<file path="src/hw/rtl/rmsf_pkg.sv">
// Shared constants, types and state encodings of the regression maximum-slope finder.
package rmsf_pkg;

  localparam int MAX_SETS = 64;
  localparam int DATA_W   = 24;
  localparam int CNT_W    = $clog2(MAX_SETS + 1);
  localparam int SX_W     = DATA_W + CNT_W;
  localparam int SXX_W    = 2 * DATA_W - 1 + CNT_W;
  localparam int LO_W     = SXX_W / 2;
  localparam int MUL_W    = SX_W;
  localparam int PROD_W   = 2 * MUL_W;
  localparam int MAG_W    = 2 * SX_W;
  localparam int ACC_W    = MAG_W + 1;
  localparam int SLOPE_W  = 31;
  localparam int FRAC_W   = 16;
  localparam int SAT_SH   = SLOPE_W - FRAC_W;
  localparam int STEP_W   = $clog2(SLOPE_W);

  // Where a multiplier product is written back, in the cycle after it is issued.
  typedef enum logic [3:0] {
    DST_NONE,
    DST_XX,
    DST_XY,
    DST_NUM_SUB,
    DST_NUM_ADD,
    DST_NUM_ADD_HI,
    DST_DEN_SUB,
    DST_DEN_ADD,
    DST_DEN_ADD_HI
  } dst_t;

  typedef enum logic [3:0] {
    ST_IDLE,
    ST_MXY,
    ST_SXSY,
    ST_SXSX,
    ST_NXXL,
    ST_NXXH,
    ST_NXYL,
    ST_NXYH,
    ST_SETTLE,
    ST_DIV_GO,
    ST_DIV_WAIT,
    ST_OUT
  } top_state_t;

  typedef enum logic [1:0] {
    DV_IDLE,
    DV_CHECK,
    DV_RUN
  } div_state_t;

  typedef struct packed {
    logic signed [MUL_W-1:0] a;
    logic signed [MUL_W-1:0] b;
    dst_t                    dst;
  } mul_req_t;

  typedef struct packed {
    dst_t                     dst;
    logic signed [PROD_W-1:0] prod;
  } mul_res_t;

  typedef struct packed {
    logic               done;
    logic               skip;
    logic [SLOPE_W-1:0] quot;
  } div_res_t;

endpackage

</file>
<file path="src/hw/rtl/rmsf_mul.sv">
// Shared signed multiplier with a registered product and write-back tag.
module rmsf_mul import rmsf_pkg::*; (
  input  logic     clk,
  input  logic     rst,
  input  mul_req_t req,
  output mul_res_t res
);

  dst_t                     dst_q;
  logic signed [PROD_W-1:0] prod_q;

  always_ff @(posedge clk) begin
    if (rst) begin
      dst_q <= DST_NONE;
    end else begin
      dst_q <= req.dst;
    end
    prod_q <= $signed(req.a) * $signed(req.b);
  end

  assign res.dst  = dst_q;
  assign res.prod = prod_q;

endmodule

</file>
<file path="config.mk">
export PLATFORM = sky130hd
export DESIGN_NAME = rmsf_mul
export DESIGN_NICKNAME = d
export VERILOG_FILES = /design/src/hw/rtl/rmsf_pkg.sv /design/src/hw/rtl/rmsf_mul.sv
export SDC_FILE = /design/constraint.sdc
export NUM_CORES = 2
export LEC_CHECK = 0
export BUFFER_PORTS_ARGS = -buffer_cell sky130_fd_sc_hd__clkbuf_2
export CORE_MARGIN = 2
export CORE_UTILIZATION = 40
export CTS_CLUSTER_DIAMETER = 80
export CTS_CLUSTER_SIZE = 30
export DETAILED_ROUTE_END_ITERATION = 12
export SETUP_SLACK_MARGIN = 0.3
export SYNTH_ARGS = -nofsm -noshare
export SYNTH_HDL_FRONTEND = slang
export SYNTH_SLANG_ARGS = --single-unit
</file>
<file path="constraint.sdc">
create_clock -name clk -period 16.1 [get_ports clk]
set_input_delay 3.22 -clock clk [delete_from_list [all_inputs] [get_ports clk]]
set_output_delay 3.22 -clock clk [all_outputs]
set_load 0.01 [all_outputs]
</file>
### Word-level counts from Yosys, hierarchy flattened

Index checks and enable logic that the tools add are counted.

* bits in registers: 66
* bits of input ports: 68
* output and inout port bits: 66
* word-level logic and storage cells: 3

* multipliers: 1

Operator list (number)
* $mul 31x31->62: 1

### Depth between registers and ports, before layout

* depth in word-level cells: 1
* gate-level depth with buffers: 30
* depth with buffers taken out: 28

### Least setup slack after synthesis

No wires, ideal clock.

* path type: input -> register
* from: in req[65] in the netlist's numbering
* to: reg prod_q[61]
* setup time: 72 ps
* arrival time: 10657 ps
* data required time: 16028 ps
* setup slack: 5371 ps
* cell stages on the path: 28
* buffers on the path: 1
* cells stage by stage: clkbuf_1 > nand2_1 > inv_1 > fa_1 > inv_1 > fa_1 > inv_1 > fa_1 > fa_1 > inv_1 > fa_1 > inv_1 > fa_1 > inv_1 > fa_1 > fa_1 > inv_1 > ha_1 > a21o_1 > a21o_1 > a21o_1 > a21o_1 > a21o_1 > a31oi_1 > o2111ai_2 > a31o_1 > a21oi_1 > xnor2_1

* word-level cells in the longest chain between the ends: 1

RTL lines
* start, declared: line rmsf_mul.sv:5 `input mul_req_t req,`
* $mul 31x31->62: line rmsf_mul.sv:18 `prod_q <= $signed(req.a) * $signed(req.b);`
* end signal, assigned: line rmsf_mul.sv:18
* end, declared: line rmsf_mul.sv:10 `logic signed [PROD_W-1:0] prod_q;`

No other way between the ends.
A chain may end at the register's enable or synchronous reset.

### Worst setup path after layout

* from: in req[11] in the netlist's numbering
* to: reg prod_q[61]

The elaborated chain is that of the path after synthesis.

==> metrics <==
ratio of cells with drive above 1 in the final layout=0.05403; setup violators final=0; drt drc=0; Die X=just over 300 um; I/O Buffers=between 100 and 150; post-detail-place hpwl=between 70 and 80 mm; vias=approximately 25000; vias in the first global route=27330; Hold Violations, Final=0; FP Rows=between 100 and 150; cells after synthesis=approximately 3800; DRC marker count from the first detailed-route iteration=between 1000 and 1500; final layout net count=roughly 5100; Placer Congestion=roughly 0.86; die height=just over 300 um; CTS tree=done; number of synthesized register bits=66; clock buffer depth=2; fraction of the yosys area taken by sequential cells=0.03707; I/O Pins=approximately 130; antenna violations before repair=3; minimum clock period=about 12 ns; Worst EP required=~16 ns; post-CTS resize count=0; period utilization=0.7227; max-slew violations=0; Starting Density=0.4033; Max Cap Viol=0; crit end category=register; gr ovfl total=0; first-pass GRT wire length=156.5 mm; Critical Path Fanout Max=31; area growth from synthesis to layout=5.659%; core area=roughly 90000 sq um; post-route ant nets=0; Root Driver=clkbuf_16; Global Route Usage Sum=0.2260; RSZ-0062 raised after global routing=false; Pre-antenna DRT Iters=7; Worst slew margin=0.1604; Yosys cell types=between 50 and 60; measured slew at the worst slew-check pin=between 1 and 1.5 ns; critical path class=in2reg; startpoint types=primary input; H-Tree Depth=3; Hold Buf Count CTS=0; WL final=just under 100 mm; routed length per instance=between 15 and 20 um; fmax=85.95 MHz; Mapped Area=between 30000 and 40000 sq um; largest net degree at the start of global routing=33; Main synth FF type=dfxtp_1; DR vias/cell=between 4 and 5; syn avg cell area=9.386 sq um; die area=91510 sq um; CP arrival=11.95 ns; number of synthesized flops with an enable pin=0; Clk pin slew, worst setup/hold paths=around 0.06 ns; status=finished clean; Mapped Nets=5065; Synth async-reset ratio=0; Synth warnings=0; number of clock sinks=66; post-route setup TNS=0 ns; Num CTS Buffers=9; postcts setup bufs=0; Hold Crit Class=in2reg
state kept, by name, summed over array words and instances (netlist names):
signal and count:
dst_q 4, prod_q 62
routing by layer:
layer | vias up | part of all wire | GRT usage
met5 | - | 0 | 0
met4 | 0 | 0.031 | 0.06732
met3 | 147 | 0.053 | 0.03444
met2 | 698 | 0.53 | 0.4103
met1 | 13170 | 0.39 | 0.2770
li1 | 10670 | - | -
per-stage QoR:
stage	instance area (sq um)	hold WS, ns	instances	worst slack [ns]	utilization
global route	37650	3.025	4959	4.108	0.4261
detailed placement	37350	3.439	4943	4.089	0.4226
floorplan	35640	3.292	3797	5.371	-
CTS	37650	3.006	4959	4.467	0.4261
finish	37660	3.034	4960	4.465	0.4261
global placement	37350	3.429	4943	4.252	0.4226
cells in the final DEF, fill, tap and decap left out, drive strengths merged, types with 2 or more instances in the layout:
master and instances:
inv 1020, o2111ai 3, xnor2 48, and4 3, a31oi 9, o21a 5
nor2 28, a221oi 4, fa 1018, clkbuf 143, nor3 6, nand2 522
dfxtp 66, a21oi 52, o31ai 2, ha 182, clkinv 2, a41oi 2
a21o 20, nand2b 10, and2 449, xor2 20, a21boi 3, nand3 10
a31o 3, o21ai 36, o211ai 6, o21bai 11, nand4 9, a2111oi 3
buf 42, o31a 3, clkinvlp 3, and3 6, nor2b 33, a211oi 4
synthesized netlist by cell type (all sizes together), types with 4 or more instances:
master     n  area share
a31oi      9      0.0016
a211oi     4     0.00098
a21oi     52      0.0073
a221oi     4     0.00098
nand4      9      0.0020
xor2      20      0.0049
nand2    522       0.055
nor2      28      0.0029
clkbuf   193       0.020
fa      1018        0.57
o21bai    11      0.0023
inv     1020        0.11
dfxtp     66       0.037
o21ai     36      0.0054
and2     449       0.079
nand3     10      0.0014
ha       182       0.064
nand2b    10      0.0018
o211ai     6      0.0013
xnor2     48       0.012
a21o      20      0.0042
o21a       5      0.0011
nor3       6     0.00084
and3       6      0.0011
nor2b     33      0.0058
path summary, 6_finish.rpt:
kind	startpoint	endpoint	slack, ns	depth (start not counted)
max	req[11]	prod_q[61]	4.46	24
min	rst	dst_q[1]	3.03	2
area by class of cell:
| class | instances | area, sq um |
|---|---|---|
| clock buffer | 10 | 239.0 |
| timing repair buffer | 175 | 980.9 |
| antenna | 1 | 2.502 |
| tap | 1165 | 1458 |
| multi-input combinational | 2517 | 29760 |
| inverter | 1020 | 3829 |
| clock inverter | 6 | 66.31 |
| fill | 8773 | 50720 |
| sequential | 66 | 1321 |
kinds of logic after synthesis:
| kind of cell | after synthesis | share of synthesized area |
|---|---|---|
| adders and majority gates | 1200 | 0.6357 |
| AOI/OAI and AO/OA | 171 | 0.03167 |
| buffers and inverters | 1214 | 0.1279 |
| DFF | 66 | 0.03707 |
| and+or+nand+nor | 1077 | 0.1506 |
| xor gates and xnor gates | 68 | 0.01671 |
| muxes | 1 | 0.0003159 |
critical path: stages:
cell,delay (ns)
clkbuf_2,0.67
nand2_1,0.29
fa_1,0.71
fa_1,0.91
inv_1,0.11
fa_1,1.04
fa_1,0.57
fa_1,0.55
fa_1,0.50
inv_1,0.05
fa_1,0.46
fa_1,0.51
inv_1,0.04
ha_1,0.37
a21o_1,0.23
a21o_1,0.17
a21o_1,0.18
a21o_1,0.18
a21o_1,0.19
a31oi_1,0.25
o2111ai_2,0.16
a31o_1,0.24
a21oi_1,0.16
xnor2_1,0.14
Power is left out: the tool's default activity adds up to more than one toggle a clock period on the data nets, which glitch-free logic cannot reach.
