===== config.mk =====
export PLATFORM = sky130hd
export DESIGN_NAME = rmsf_div
export DESIGN_NICKNAME = d
export VERILOG_FILES = /design/src/hw/rtl/rmsf_pkg.sv /design/src/hw/rtl/rmsf_div.sv
export SDC_FILE = /design/constraint.sdc
export NUM_CORES = 1
export LEC_CHECK = 0
export BUFFER_PORTS_ARGS = -buffer_cell sky130_fd_sc_hd__buf_2
export CAP_MARGIN = 20
export CORE_MARGIN = 2
export CORE_UTILIZATION = 38
export DETAILED_ROUTE_END_ITERATION = 12
export MAX_ROUTING_LAYER = met4
export SLEW_MARGIN = 5
export SYNTH_ARGS = -nofsm -noshare
export SYNTH_HDL_FRONTEND = slang
export SYNTH_SLANG_ARGS = --single-unit

===== constraint.sdc =====
create_clock -name clk -period 16.4 [get_ports clk]
set_input_delay 3.28 -clock clk [delete_from_list [all_inputs] [get_ports clk]]
set_output_delay 3.28 -clock clk [all_outputs]
set_load 0.02 [all_outputs]

===== src/hw/rtl/rmsf_pkg.sv =====
// Shared constants, types and state encodings of the regression maximum-slope finder.
package rmsf_pkg;

  localparam int MAX_SETS = 64;
  localparam int DATA_W   = 24;
  localparam int CNT_W    = $clog2(MAX_SETS + 1);
  localparam int SX_W     = DATA_W + CNT_W;
  localparam int SXX_W    = 2 * DATA_W - 1 + CNT_W;
  localparam int LO_W     = SXX_W / 2;
  localparam int MUL_W    = SX_W;
  localparam int PROD_W   = 2 * MUL_W;
  localparam int MAG_W    = 2 * SX_W;
  localparam int ACC_W    = MAG_W + 1;
  localparam int SLOPE_W  = 31;
  localparam int FRAC_W   = 16;
  localparam int SAT_SH   = SLOPE_W - FRAC_W;
  localparam int STEP_W   = $clog2(SLOPE_W);

  // Where a multiplier product is written back, in the cycle after it is issued.
  typedef enum logic [3:0] {
    DST_NONE,
    DST_XX,
    DST_XY,
    DST_NUM_SUB,
    DST_NUM_ADD,
    DST_NUM_ADD_HI,
    DST_DEN_SUB,
    DST_DEN_ADD,
    DST_DEN_ADD_HI
  } dst_t;

  typedef enum logic [3:0] {
    ST_IDLE,
    ST_MXY,
    ST_SXSY,
    ST_SXSX,
    ST_NXXL,
    ST_NXXH,
    ST_NXYL,
    ST_NXYH,
    ST_SETTLE,
    ST_DIV_GO,
    ST_DIV_WAIT,
    ST_OUT
  } top_state_t;

  typedef enum logic [1:0] {
    DV_IDLE,
    DV_CHECK,
    DV_RUN
  } div_state_t;

  typedef struct packed {
    logic signed [MUL_W-1:0] a;
    logic signed [MUL_W-1:0] b;
    dst_t                    dst;
  } mul_req_t;

  typedef struct packed {
    dst_t                     dst;
    logic signed [PROD_W-1:0] prod;
  } mul_res_t;

  typedef struct packed {
    logic               done;
    logic               skip;
    logic [SLOPE_W-1:0] quot;
  } div_res_t;

endpackage


===== src/hw/rtl/rmsf_div.sv =====
// Iterative restoring divider giving a saturated unsigned Q15.16 slope magnitude.
module rmsf_div import rmsf_pkg::*; (
  input  logic                    clk,
  input  logic                    rst,
  input  logic                    start,
  input  logic signed [ACC_W-1:0] num,
  input  logic signed [ACC_W-1:0] den,
  output div_res_t                res
);

  div_state_t         dstate;
  div_state_t         dstate_next;
  logic [MAG_W-1:0]   num_mag;
  logic [MAG_W-1:0]   den_mag;
  logic [MAG_W-1:0]   rem;
  logic [SLOPE_W-1:0] low_bits;
  logic [SLOPE_W-1:0] quot;
  logic [STEP_W-1:0]  step;
  logic               done_q;
  logic               skip_q;
  logic               den_zero;
  logic               sat;
  logic [MAG_W:0]     trial;
  logic [MAG_W:0]     diff;
  logic               fits;
  logic               last_step;

  assign den_zero  = (den_mag == '0);
  // The quotient reaches 2^31 exactly when num >= den * 2^15.
  assign sat       = ((MAG_W + SAT_SH)'(num_mag)) >= {den_mag, {SAT_SH{1'b0}}};
  assign trial     = {rem, low_bits[SLOPE_W-1]};
  assign diff      = trial - {1'b0, den_mag};
  assign fits      = (trial >= {1'b0, den_mag});
  assign last_step = (step == STEP_W'(SLOPE_W - 1));

  always_ff @(posedge clk) begin
    if (rst) begin
      dstate <= DV_IDLE;
    end else begin
      dstate <= dstate_next;
    end
  end

  always_comb begin
    dstate_next = dstate;
    case (dstate)
      DV_IDLE: begin
        if (start) begin
          dstate_next = DV_CHECK;
        end
      end
      DV_CHECK: begin
        if (den_zero || sat) begin
          dstate_next = DV_IDLE;
        end else begin
          dstate_next = DV_RUN;
        end
      end
      DV_RUN: begin
        if (last_step) begin
          dstate_next = DV_IDLE;
        end
      end
      default: dstate_next = DV_IDLE;
    endcase
  end

  always_ff @(posedge clk) begin
    if (rst) begin
      done_q <= 1'b0;
    end else begin
      done_q <= 1'b0;
      case (dstate)
        DV_IDLE: begin
          if (start) begin
            num_mag <= num[ACC_W-1] ? MAG_W'(-num) : MAG_W'(num);
            den_mag <= den[ACC_W-1] ? MAG_W'(-den) : MAG_W'(den);
          end
        end
        DV_CHECK: begin
          if (den_zero) begin
            done_q <= 1'b1;
            skip_q <= 1'b1;
          end else if (sat) begin
            done_q <= 1'b1;
            skip_q <= 1'b0;
            quot   <= '1;
          end else begin
            rem      <= num_mag >> SAT_SH;
            low_bits <= {num_mag[SAT_SH-1:0], {FRAC_W{1'b0}}};
            quot     <= '0;
            step     <= '0;
          end
        end
        DV_RUN: begin
          rem      <= fits ? diff[MAG_W-1:0] : trial[MAG_W-1:0];
          quot     <= {quot[SLOPE_W-2:0], fits};
          low_bits <= {low_bits[SLOPE_W-2:0], 1'b0};
          step     <= step + 1'b1;
          if (last_step) begin
            done_q <= 1'b1;
            skip_q <= 1'b0;
          end
        end
        default: ;
      endcase
    end
  end

  assign res.done = done_q;
  assign res.skip = skip_q;
  assign res.quot = quot;

endmodule


# Word level (Yosys, flattened, before mapping)
# Cells that the tools add are included.
dict set report op_classes {
  bitwise_logic 1
  eq_ne 8
  order_cmp 2
  multipliers 0
  n_mux 27
  addsub 4
  reduce_logical 9
  n_div 0
  n_shift 0
}
# cell n
set ops {}
lappend ops {{two-way mux 62 bit} 5}
lappend ops {{two-way mux 31 bit} 4}
lappend ops {{negator 62 bit} 2}
lappend ops {{case mux 31 bit (2 select lines)} 2}
lappend ops {{case mux 62 bit (2 select lines)} 1}
lappend ops {{>= comparator 62 x 77 -> 1 bit} 1}
lappend ops {{>= comparator 63 x 62 -> 1 bit} 1}
lappend ops {{logical NOT 62 bit} 1}
lappend ops {{subtractor 62 bit} 1}
lappend ops {{two-way mux 5 bit} 2}
lappend ops {{case mux 5 bit (2 select lines)} 1}
lappend ops {{!= test 2 bit, second input constant} 4}
lappend ops {{AND reduction 4 bit} 2}
lappend ops {{two-way mux 1 bit} 6}
lappend ops {{two-way mux 2 bit} 3}
lappend ops {{case mux 2 bit (3 select lines)} 1}
lappend ops {{AND reduction 3 bit} 2}
lappend ops {{adder 5 x 1 -> 5 bit, second input constant} 1}
lappend ops {{equality test 5 bit, second input constant} 1}
lappend ops {{case mux 1 bit (2 select lines)} 2}
lappend ops {{!= test 3 bit, second input constant} 1}
lappend ops {{equality test 2 x 1 -> 1 bit, second input constant} 1}
lappend ops {{equality test 2 bit, second input constant} 1}
lappend ops {{logical NOT 2 bit} 1}
lappend ops {{other kinds (4)} 4}
dict set report word_totals {
  ff_bits 257
  mem_bits_rw 0
  inputBits 129
  mem_count 0
  mem_bits_ro 0
  output_inout_bits 33
  latchBits 0
  elab_cells 60
}

# Depth between registers and ports, before layout
dict set report depth {
  depth_word 4
  mapped_depth 14
  depth_no_buf 14
}

# Worst setup path before layout
# No wires, ideal clock.
dict set report synth_timing {
  kind {in2reg}
  startpoint {in rst}
  endpoint {reg low_bits[16] (enable)}
  arrival_time_ns 11.105
  stages 3
  slack_ns 4.647
  setup_time_ns 0.648
  n_path_buf 0
  required_ns 15.752
  path_cell_list {o21bai_1 -> a21oi_1 -> a21boi_0}
}
dict set report synth_via {
  elab_chain_cells 2
}
# item line
set synth_lines {}
lappend synth_lines {{from (decl)} rmsf_div.sv:4} ;# input logic rst,
lappend synth_lines {{NOT 1 bit (no line)} -}
lappend synth_lines {{AND reduction 4 bit (no line)} -}
lappend synth_lines {{to (signal assigned)} rmsf_div.sv:90} ;# low_bits <= {num_mag[SAT_SH-1:0], {FRAC_W{1'b0}}};
lappend synth_lines {{to (signal assigned)} rmsf_div.sv:98} ;# low_bits <= {low_bits[SLOPE_W-2:0], 1'b0};
lappend synth_lines {{to (decl)} rmsf_div.sv:16} ;# logic [SLOPE_W-1:0] low_bits;
# Every way passes these cells.
# A chain may end at the register's enable or synchronous reset.

# Final worst setup path
dict set report layout_timing {
  startpoint {in den[2]}
  endpoint {reg den_mag[54], data pin}
}
dict set report layout_via {
  elab_chain_cells 2
}
# item line
set layout_lines {}
lappend layout_lines {{from (decl)} rmsf_div.sv:7} ;# input logic signed [ACC_W-1:0] den,
lappend layout_lines {{negator 62 bit} rmsf_div.sv:77} ;# den_mag <= den[ACC_W-1] ? MAG_W'(-den) : MAG_W'(den);
lappend layout_lines {{two-way mux 62 bit} rmsf_div.sv:77}
lappend layout_lines {{to (signal assigned)} rmsf_div.sv:77}
lappend layout_lines {{to (decl)} rmsf_div.sv:14} ;# logic [MAG_W-1:0] den_mag;
# Every way passes these cells.

==> summary.txt <==
status -> complete, no violations
Crit path largest cell delay -> 0.61 ns
CP Capture Type -> flop
critical path depth -> 10
Final setup viols -> 0
Final Core Density -> 0.440
CTS tree -> yes
commonest non-fill, non-tap cell in the layout -> nand2_1
reg-to-reg startpoint -> rem[58]
DIE WIDTH -> 213 um
CORE AREA -> 43,200 um^2
delay-heaviest family, CP -> simple AND/OR/NAND/NOR gates
worst hold start -> dstate[0]
Post-CTS Resized -> 0
area grow syn2layout -> 14.2%
Post-synth EDFFs -> 238
Synth Flop Type -> edfxtp_1
post-route setup slack -> 9.59 ns
WL final -> 46,900 um
CTS Buffer Depth -> 3
ys async rst share -> 0
VDD IR max -> 94.4 uV
most frequent cells in the layout -> nand2_1, edfxtp_1, buf_2
hold depth -> 2
Tot Pwr -> 1.86 mW
r2r worst-path depth -> 13
Cell Chain, Critical Path -> buf_2 -> or3_4 -> or3b_2 -> or4_1 -> nor4_1 -> nand2_1 -> or4_1 -> or4_1 -> o31ai_1 -> xnor2_1
nets -> 2,094
global-route usage over all layers -> 0.211
CP Class -> in2reg
PD cells -> 98.1 nW/um^2
DRC Markers -> 0
# rows -> 76
dpl cells -> 2,404
max-slew violation count -> 0
CTS buffer count -> 27
hold_ws -> 0.534 ns
synth warn -> 0
Worst-path clk slew -> 0.06 ns
Switching Share -> 0.296
sequential area share after synthesis -> 0.433
fin crit period -> 6.81 ns
vias in the first global route -> 13,060
Pleak -> 7.36 nW
DP Area -> 18,000 um^2
worst clock skew -> 0.0241 ns
Post-CTS Setup Repair Bufs -> 0
Post-Syn Area per Cell -> 9.62 um^2
count of cell types in the netlist -> 66
Final HPWL DP -> 36,400 um
Sink Count -> 241
worst min-delay path endpoint -> dstate[0]
Critical Path RT -> 16.71 ns
global route total overflow -> 0
Worst R2R End -> rem[59]
Worst Hold Class -> reg2reg
Seq pwr share -> 0.411
routed len/inst -> 19.1 um
antenna cells -> 0
die height -> 213 um
setup_tns -> 0 ns
routability cong. -> 0.906
Int Power -> 1.31 mW
Max-Slew Margin vs Limit -> 0.260
synthesized net count -> 1,974
global-route wire length before repair -> 72,700 um
Vias/cell -> 5.61
worst path arrival time -> 7.11 ns
CP max-delay cell -> or4_1
PortBufs -> 161
hold-fix buffer count after cts -> 0
TritonRoute pass-1 iters -> 6
H-tree depth -> 1
post-route ant nets -> 0
Final Instance Area -> 19,000 um^2
clock insertion delay at the later pin of the skew report -> 0.56 ns
worst reg2reg setup slack -> 11.40 ns
post-place setup slack -> 8.98 ns
final-report hold violation count -> 0
Max Fclk -> 147 MHz
DIE AREA -> 45,500 um^2
RSZ-0062 raised after global routing -> no
Worst Tran Pin Value -> 1.10 ns
DR iter-0 viols -> 1,380
crit start category -> primary input
buffers and inverters on the worst path -> 1
flops & latches, synth -> 241
Comb pwr share -> 0.225
Max Cap Viol -> 0
Initial Util -> 0.385
CTS root buf -> clkbuf_16
most used cell, CP -> or4_1
largest net degree at the start of global routing -> 69
Period Utilization, post-route -> 0.415
antenna violations before repair -> 0
clock share of power -> 0.363
I/O pin count -> 162
share of cells above drive strength 1 -> 0.142
post-synthesis cell count -> 1,728
Switch Pwr -> 552 uW
routed via count -> 13,754
cell area after synthesis -> 16,600 um^2
fin cells -> 2,453
crit-path max FO -> 6
-- worst max-delay path by stage --
| stage | from | slack (ns) | end |
|---|---|---|---|
| after CTS | den[2] | 9.57 | den_mag[54] |
| after global placement | den[4] | 9.05 | den_mag[54] |
| after detailed placement | den[2] | 8.98 | den_mag[54] |
| final | den[2] | 9.59 | den_mag[54] |
| after floorplan | rst | 4.65 | low_bits[16] |
| after global routing | den[4] | 9.47 | den_mag[54] |
-- synthesized netlist by cell type, types with 5 or more instances --
| cell type | n | area, um^2 |
|---|---|---|
| a21oi_1 | 90 | 450 |
| mux2i_1 | 6 | 60.1 |
| o22ai_1 | 5 | 31.3 |
| nand2_1 | 244 | 916 |
| o21ai_0 | 89 | 445 |
| nor2b_1 | 8 | 50.1 |
| a211oi_1 | 10 | 75.1 |
| nand3_1 | 49 | 245 |
| nor4_1 | 28 | 175 |
| nand4_1 | 38 | 238 |
| o21bai_1 | 9 | 67.6 |
| o41ai_1 | 19 | 166 |
| o31ai_1 | 38 | 285 |
| nor3_1 | 27 | 135 |
| xnor2_1 | 156 | 1370 |
| and2_1 | 6 | 37.5 |
| clkbuf_1 | 77 | 289 |
| mux2_2 | 14 | 158 |
| o21a_1 | 8 | 60.1 |
| and3_1 | 8 | 50.1 |
| a21o_1 | 46 | 345 |
| a31oi_1 | 52 | 325 |
| or2_2 | 9 | 56.3 |
| ha_1 | 116 | 1450 |
| or4_1 | 24 | 180 |
| xor2_1 | 22 | 193 |
| edfxtp_1 | 238 | 7150 |
| nor2_1 | 96 | 360 |
| inv_1 | 90 | 338 |
| o211ai_1 | 5 | 37.5 |
| or4_4 | 6 | 67.6 |
| or3_1 | 17 | 106 |
-- area by class of cell --
| type | count | area (um^2) |
|---|---|---|
| repair buffers | 173 | 896 |
| multi-input cells | 1314 | 8830 |
| inverters | 91 | 342 |
| clock inverters | 19 | 303 |
| well taps | 585 | 732 |
| clock buffers | 30 | 687 |
| flip-flops and latches | 241 | 7210 |
| fillers | 4198 | 24200 |
-- worst register-to-register path: cells and delay by family, from the launching register on --
family	cells	cell delay, ns
AND/OR/NAND/NOR	8	2.29
AO/OA/AOI/OAI	2	0.95
flip-flops	1	0.43
adder cells (fa/ha/maj)	1	0.40
buffers and inverters	2	0.75
-- per-layer routing --
metal	track usage	vias up	routed length, um
li1	-	6642	-
met4	0.0553	0	1080
met3	0.0328	73	3210
met2	0.316	464	20800
met1	0.297	6575	21900
met5	-	-	0
-- power by group through the flow --
stage | Combinational (mW) | Clock, mW | Sequential, mW
after floorplan | 0.287 | 0 | 0.780
after global placement | 0.408 | 0 | 0.778
after detailed placement | 0.413 | 0 | 0.778
after CTS | 0.416 | 0.690 | 0.766
after global routing | 0.463 | 0.711 | 0.770
final | 0.419 | 0.677 | 0.767
-- cells by family after synthesis --
group,count (synthesis),synth area share
buffers and inverters,173,0.0395
AND/OR/NAND/NOR,586,0.170
adder cells (fa/ha/maj),117,0.0885
AO/OA/AOI/OAI,413,0.162
flip-flops,241,0.433
multiplexers,20,0.0131
XOR/XNOR,178,0.0937
-- sequential cells by signal (all words and copies together) (netlist names) --
register,cells
den_mag,62
done_q,1
dstate,2
low_bits,15
num_mag,62
quot,31
rem,62
skip_q,1
step,5
Power figures use the tool's default switching activity.
